### src/hw/rtl/pvt_pkg.sv
package pvt_pkg;

    // Default number of fraction bits of the normalized screen coordinates.
    localparam int NDC_FRAC_BITS_DEF = 16;

    // Width of world coordinates (room origin plus room-relative corner).
    localparam int COORD_W = 25;
    // Width of one matrix entry (Q20.12).
    localparam int MAT_W = 32;
    // Width of the clip coordinates; the exact sums need 58 bits.
    localparam int CLIP_W = 60;

    // Configuration port.
    localparam int NUM_CFG   = 8;
    localparam int CFG_IDX_W = 4;
    localparam int CFG_W     = 64;

    // Identity matrix after reset.
    localparam logic [CFG_W-1:0] CFG_RESET [NUM_CFG] = '{
        64'h0000_0000_0000_1000,
        64'h0000_0000_0000_0000,
        64'h0000_1000_0000_0000,
        64'h0000_0000_0000_0000,
        64'h0000_0000_0000_0000,
        64'h0000_0000_0000_1000,
        64'h0000_0000_0000_0000,
        64'h0000_1000_0000_0000
    };

    // Reject reason codes.
    localparam logic [1:0] REASON_VISIBLE = 2'd0;
    localparam logic [1:0] REASON_FACING  = 2'd1;
    localparam logic [1:0] REASON_BEHIND  = 2'd2;
    localparam logic [1:0] REASON_OUTSIDE = 2'd3;

    // Per-corner flags taken from the clip coordinates.
    typedef struct packed {
        logic front;
        logic xneg;
        logic xpos;
        logic yneg;
        logic ypos;
    } lane_side_t;

endpackage

### src/hw/rtl/pvt_div.sv
module pvt_div #(
    parameter int NDC_FRAC_BITS = pvt_pkg::NDC_FRAC_BITS_DEF
) (
    input  logic                                   clk,
    input  logic [NDC_FRAC_BITS:0]                 adv,
    input  logic [pvt_pkg::CLIP_W-1:0]             a,
    input  logic [pvt_pkg::CLIP_W-1:0]             d,
    input  logic                                   neg,
    output logic signed [NDC_FRAC_BITS+1:0]        q
);

    localparam int W  = pvt_pkg::CLIP_W;
    localparam int QW = NDC_FRAC_BITS + 1;
    localparam int NW = NDC_FRAC_BITS + 2;
    localparam logic signed [NW-1:0] LIM_POS = NW'((1 << (NDC_FRAC_BITS + 1)) - 1);
    localparam logic signed [NW-1:0] LIM_NEG = NW'(-(1 << (NDC_FRAC_BITS + 1)));

    logic          sat_reg [QW];
    logic          neg_reg [QW];
    logic [QW-1:0] q_reg   [QW];
    logic [W:0]    r_reg   [QW];
    logic [W-1:0]  d_reg   [QW];

    logic           q0;
    logic [NW-1:0]  q_ext;

    // First step: saturation check and the integer quotient bit.
    assign q0 = (a >= d);

    always_ff @(posedge clk)
    begin
        if (adv[0])
        begin
            sat_reg[0] <= ({1'b0, a} >= {d, 1'b0});
            neg_reg[0] <= neg;
            q_reg[0]   <= QW'(q0);
            r_reg[0]   <= q0 ? {1'b0, a - d} : {1'b0, a};
            d_reg[0]   <= d;
        end
    end

    // One restoring step per stage for each fraction bit.
    for (genvar k = 1; k < QW; k++)
    begin : g_step
        logic [W:0] rs;
        logic       ge;

        assign rs = {r_reg[k-1][W-1:0], 1'b0};
        assign ge = (rs >= {1'b0, d_reg[k-1]});

        always_ff @(posedge clk)
        begin
            if (adv[k])
            begin
                sat_reg[k] <= sat_reg[k-1];
                neg_reg[k] <= neg_reg[k-1];
                q_reg[k]   <= {q_reg[k-1][QW-2:0], ge};
                r_reg[k]   <= ge ? rs - {1'b0, d_reg[k-1]} : rs;
                d_reg[k]   <= d_reg[k-1];
            end
        end
    end

    // Apply the sign, or the saturated limit.
    assign q_ext = {1'b0, q_reg[QW-1]};

    always_comb
    begin
        if (sat_reg[QW-1])
            q = neg_reg[QW-1] ? LIM_NEG : LIM_POS;
        else
            q = neg_reg[QW-1] ? -$signed(q_ext) : $signed(q_ext);
    end

endmodule

### config.mk
export PLATFORM = sky130hd
export DESIGN_NAME = pvt_div
export DESIGN_NICKNAME = d
export VERILOG_FILES = /design/src/hw/rtl/pvt_pkg.sv /design/src/hw/rtl/pvt_div.sv
export SDC_FILE = /design/constraint.sdc
export NUM_CORES = 2
export LEC_CHECK = 0
export BUFFER_PORTS_ARGS = -buffer_cell sky130_fd_sc_hd__buf_2
export CORE_AREA = 5 5 500 502
export CTS_BUF_LIST = sky130_fd_sc_hd__clkbuf_4
export CTS_CLUSTER_SIZE = 14
export DETAILED_ROUTE_END_ITERATION = 10
export DIE_AREA = 0 0 505 507
export PLACE_DENSITY_LB_ADDON = 0.05
export SKIP_CTS_REPAIR_TIMING = 1
export SYNTH_ARGS = -nofsm -noshare
export SYNTH_HDL_FRONTEND = slang
export SYNTH_SLANG_ARGS = --single-unit
### constraint.sdc
create_clock -name clk -period 8.2 [get_ports clk]
set_input_delay 1.23 -clock clk [delete_from_list [all_inputs] [get_ports clk]]
set_output_delay 1.23 -clock clk [all_outputs]
set_load 0.05 [all_outputs]
# == Word-level counts from Yosys, hierarchy flattened ==
# Memories as Yosys holds them, arrays and structs flattened.
# Cells that the tools add are included.
# totals
elab_cells,95
register_bits,0
in_bits,139
memories,5
out_inout_bits,18
ram_bits,2380
# mem_list
name,depth,width,rd,rd_ports_with_merged_regs,wr,line_no,source
r_reg,17,61,16,0,17,pvt_div.sv:21,logic [W:0] r_reg [QW];
d_reg,17,60,16,0,17,pvt_div.sv:22,logic [W-1:0] d_reg [QW];
q_reg,17,17,17,0,17,pvt_div.sv:20,logic [QW-1:0] q_reg [QW];
neg_reg,17,1,17,0,17,pvt_div.sv:19,logic neg_reg [QW];
sat_reg,17,1,17,0,17,pvt_div.sv:18,logic sat_reg [QW];
# op_classes
n_addsub,18
order_cmp,18
n_mux,54
# op_table
cell,count
$ge A61 B60 Y1,16
$mux W61,16
$sub A61 B60 Y61,16
$ge A60 B61 Y1,1
$ge A60 B60 Y1,1
$mux W60,1
$sub A60 B60 Y60,1
$mux W18,3
$mux W1,34
$neg A17 Y18,1

# == Depth between registers and ports, before layout ==
# An unclocked memory read counts as a cell.
# logic_depth
depth_word,4
ltp_mapped,19
mapped_depth_nobuf,15

# == Least setup slack after synthesis ==
# Ideal clock, no wire load.
# synth_path
path_type,input-to-reg
from,in d[5] (netlist name)
to,"mem r_reg[0][28] (netlist name), data pin"
n_path_buf,3
cell_stages,17
required_ns,7.939
path_slack_ns,3.669
arrival_time_ns,4.271
setup_time_ns,0.261
cell_sequence,inv_1 ha_1 a21oi_1 o2111ai_1 a31o_2 a221o_1 or3_1 a21oi_2 a211oi_1 a211oi_1 nor2_1 o221a_2 buf_6 buf_6 buf_2 nor2_1 a21oi_1
# synth_lines
element,line_no,source
start: declaration,pvt_div.sv:7,"input logic [pvt_pkg::CLIP_W-1:0] d,"
end: declaration,pvt_div.sv:21,

==> results.json <==
{
  "cp-start-kind": "flip-flop",
  "power_density_mw_per_mm2": 391,
  "drv_cap": 0,
  "crit_fanout": 4,
  "pre_cts_slack_ns": 2.35,
  "die_x_um": 505,
  "synth_area_mm2": 0.134,
  "fmax_mhz": 181,
  "antenna_left": 0,
  "clk_path_buf_depth": 4,
  "avgSynthCellArea_um2": 10.2,
  "arrival_ns": 4.28,
  "fin_ws_ns": 2.69,
  "track_usage_pct": 26.7,
  "fin_crit_sh_pct": 67.2,
  "worstHoldPathType": "input port to flip-flop",
  "syn_nets": 14375,
  "synth_area_leaders": "edfxtp_1 47%, ha_1 10%, a21oi_1 5.2%, inv_1 3.5%, a21o_1 3.4%",
  "final_layout_size_suffix_gt1_share_pct": 10.6,
  "core-area_mm2": 0.245,
  "synth.yosys.seq_area_share_pct": 47.2,
  "die_y_um": 507,
  "drc": 0,
  "leakagePower_nw": 61.5,
  "cts_htree_levels": 6,
  "cts.sinks": 2107,
  "finalWeightedCongestion": 1.07,
  "start_util_pct": 54.8,
  "final_nets": 14777,
  "port_buffers": 156,
  "drt_pass1_iterations": 7,
  "ctsRootBufferMaster": "clkbuf_4",
  "grt_pass1_wl_um": 547000,
  "vias": 100842,
  "fin_util_pct": 59.6,
  "setup_violations": 0,
  "final_common_cell": "edfxtp_1",
  "synthFlopType": "edfxtp_1",
  "dpl.hpwl_um": 277000,
  "multi_input_area_mm2": 0.0642,
  "synth-seq-cells": 2107,
  "wirelength_um": 350000,
  "fin_setup_tns_ns": 0,
  "first_global_vias": 103441,
  "io_pins": 157,
  "syn2layout_area_growth_pct": 8.67,
  "drt_iter0_drc": 6558,
  "floorplan.rows": 182,
  "clk_pin_slew_ns": 0.07,
  "filler_cell_count": 20476,
  "grt_overflow": 0,
  "rsz0062_at_grt": "no",
  "worstSetupEndpointType": "output pin",
  "clk_latency_ns": 1.43,
  "final_cell_mix": "2107 x edfxtp_1, 1392 x a21oi_1, 1249 x inv_1, 1079 x ha_1, 988 x nand2_1",
  "slew_headroom_pct": 15.9,
  "peakVddDrop_mv": 0.194,
  "finalHoldViolCount": 0,
  "synth_edf_count": 2107,
  "antenna_found_initial": 18,
  "grt_max_degree": 126,
  "worstPathRequired_ns": 6.97,
  "yosysTopAreaCell": "edfxtp_1",
  "slew_violations": 0,
  "seq_area_mm2": 0.0633,
  "ys_types": 100,
  "worstSetupPathType": "flip-flop to output pin",
  "worst_pin_slew_ns": 1.25,
  "netlist.area_leader.share_pct": 47.2,
  "cts_tree": "built",
  "dieArea_mm2": 0.256,
  "numCtsBuffers": 582,
  "vias_per_cell": 5.86,
  "async_reset_ff_share_pct": 0,
  "syn-instance-count": 13141,
  "synth_warnings": 0,
  "skew_ns": 0.122,
  "outcome": "completed",
  "fin_crit_ns": 5.51,
  "wl_per_cell_um": 20.3
}
stage by stage:
step	instances	cell area [um^2]	hold WS, ns	power [W]
global route	17208	146000	-0.0410	0.0612
global placement	16114	138000	0.400	0.0468
finish	17210	146000	0.150	0.0570
floorplan	13141	134000	0.400	0.0398
detailed placement	16114	138000	0.405	0.0473
CTS	17100	145000	-0.254	0.0570
power breakdown:
group / internal, W / leakage [nW] / switching [W] / total [W]
sequential: 0.0164 / 20.6 / 0.00173 / 0.0181
clock: 0.00497 / 4.23 / 0.00437 / 0.00934
combinational: 0.0121 / 36.7 / 0.0175 / 0.0296
synthesized netlist by cell type, types with 30 or more instances:
cell type     n
a211oi_1     88
mux2_4       57
a31o_2       30
nor2_1      853
or3_1        42
inv_1      1249
buf_2        93
o211ai_1     65
nand2_1     988
a21o_1      609
a2111oi_0    33
nand4_1     243
nand3_1     209
nor2b_1     164
nor4_1       45
o21ai_0     845
a21oi_1    1392
edfxtp_1   2107
xor2_1      370
xnor2_1     489
nor3_1      138
nand2b_1    147
ha_1       1079
and3_1      117
o21bai_1    155
clkbuf_1    339
and2_1       70
a31oi_1     103
o21a_1      104
mux2_2      222
a21boi_0     38
a221oi_1     33
o31ai_1      62
a211o_1      30
and4_1       36
path summary, 6_finish.rpt:
path	to	cells after the start	slack (ns)	startpoint
worst max-delay path	q[14]	13	2.69	q_reg[0][272]$_DFFE_PP_
worst min-delay path	r_reg[0][22]$_DFFE_PP_	2	0.15	a[22]
worst max register to register	r_reg[0][151]$_DFFE_PP_	16	2.73	r_reg[0][70]$_DFFE_PP_
worst min register to register	q_reg[0][225]$_DFFE_PP_	0	0.37	q_reg[0][207]$_DFFE_PP_
cell type report:
class,count,share of cell area (%)
timing repair buffer,290,1.54
clock buffer,775,3.99
clock inverter,211,0.942
multi-input combinational,9311,44.1
antenna,45,0.0772
sequential,2107,43.4
tap,3220,2.76
inverter,1251,3.22
layer usage:
| metal | wire [um] | global-route usage [%] | up-vias |
|---|---|---|---|
| li1 | - | - | 49274 |
| met1 | 123000 | 26.2 | 47155 |
| met2 | 185000 | 50.9 | 3286 |
| met3 | 13600 | 3.66 | 1127 |
| met4 | 28100 | 19.8 | 0 |
| met5 | 0 | 0 | - |
critical path: stages, from the launching register on:
cell and delay, ns:
edfxtp_1 0.45, inv_1 0.09, ha_1 0.21, nand2_1 0.09, or3_1 0.36, or3_1 0.41, nor3_1 0.25, nand2b_1 0.17
nand2b_1 0.13, nor2_1 0.16, nor3b_1 0.07, a21oi_1 0.14, o22ai_1 0.09, buf_2 0.26
logic make-up after synthesis:
| logic type | count (synthesis) | synth area share [%] |
|---|---|---|
| flip-flops | 2107 | 47.2 |
| AND/OR/NAND/NOR | 3141 | 11.0 |
| AO/OA/AOI/OAI | 3922 | 18.2 |
| adder cells (fa/ha/maj) | 1095 | 10.3 |
| XOR/XNOR | 859 | 5.61 |
| multiplexers | 294 | 2.61 |
| buffers and inverters | 1723 | 5.05 |
No activity file was read; power rests on OpenSTA's default activity.
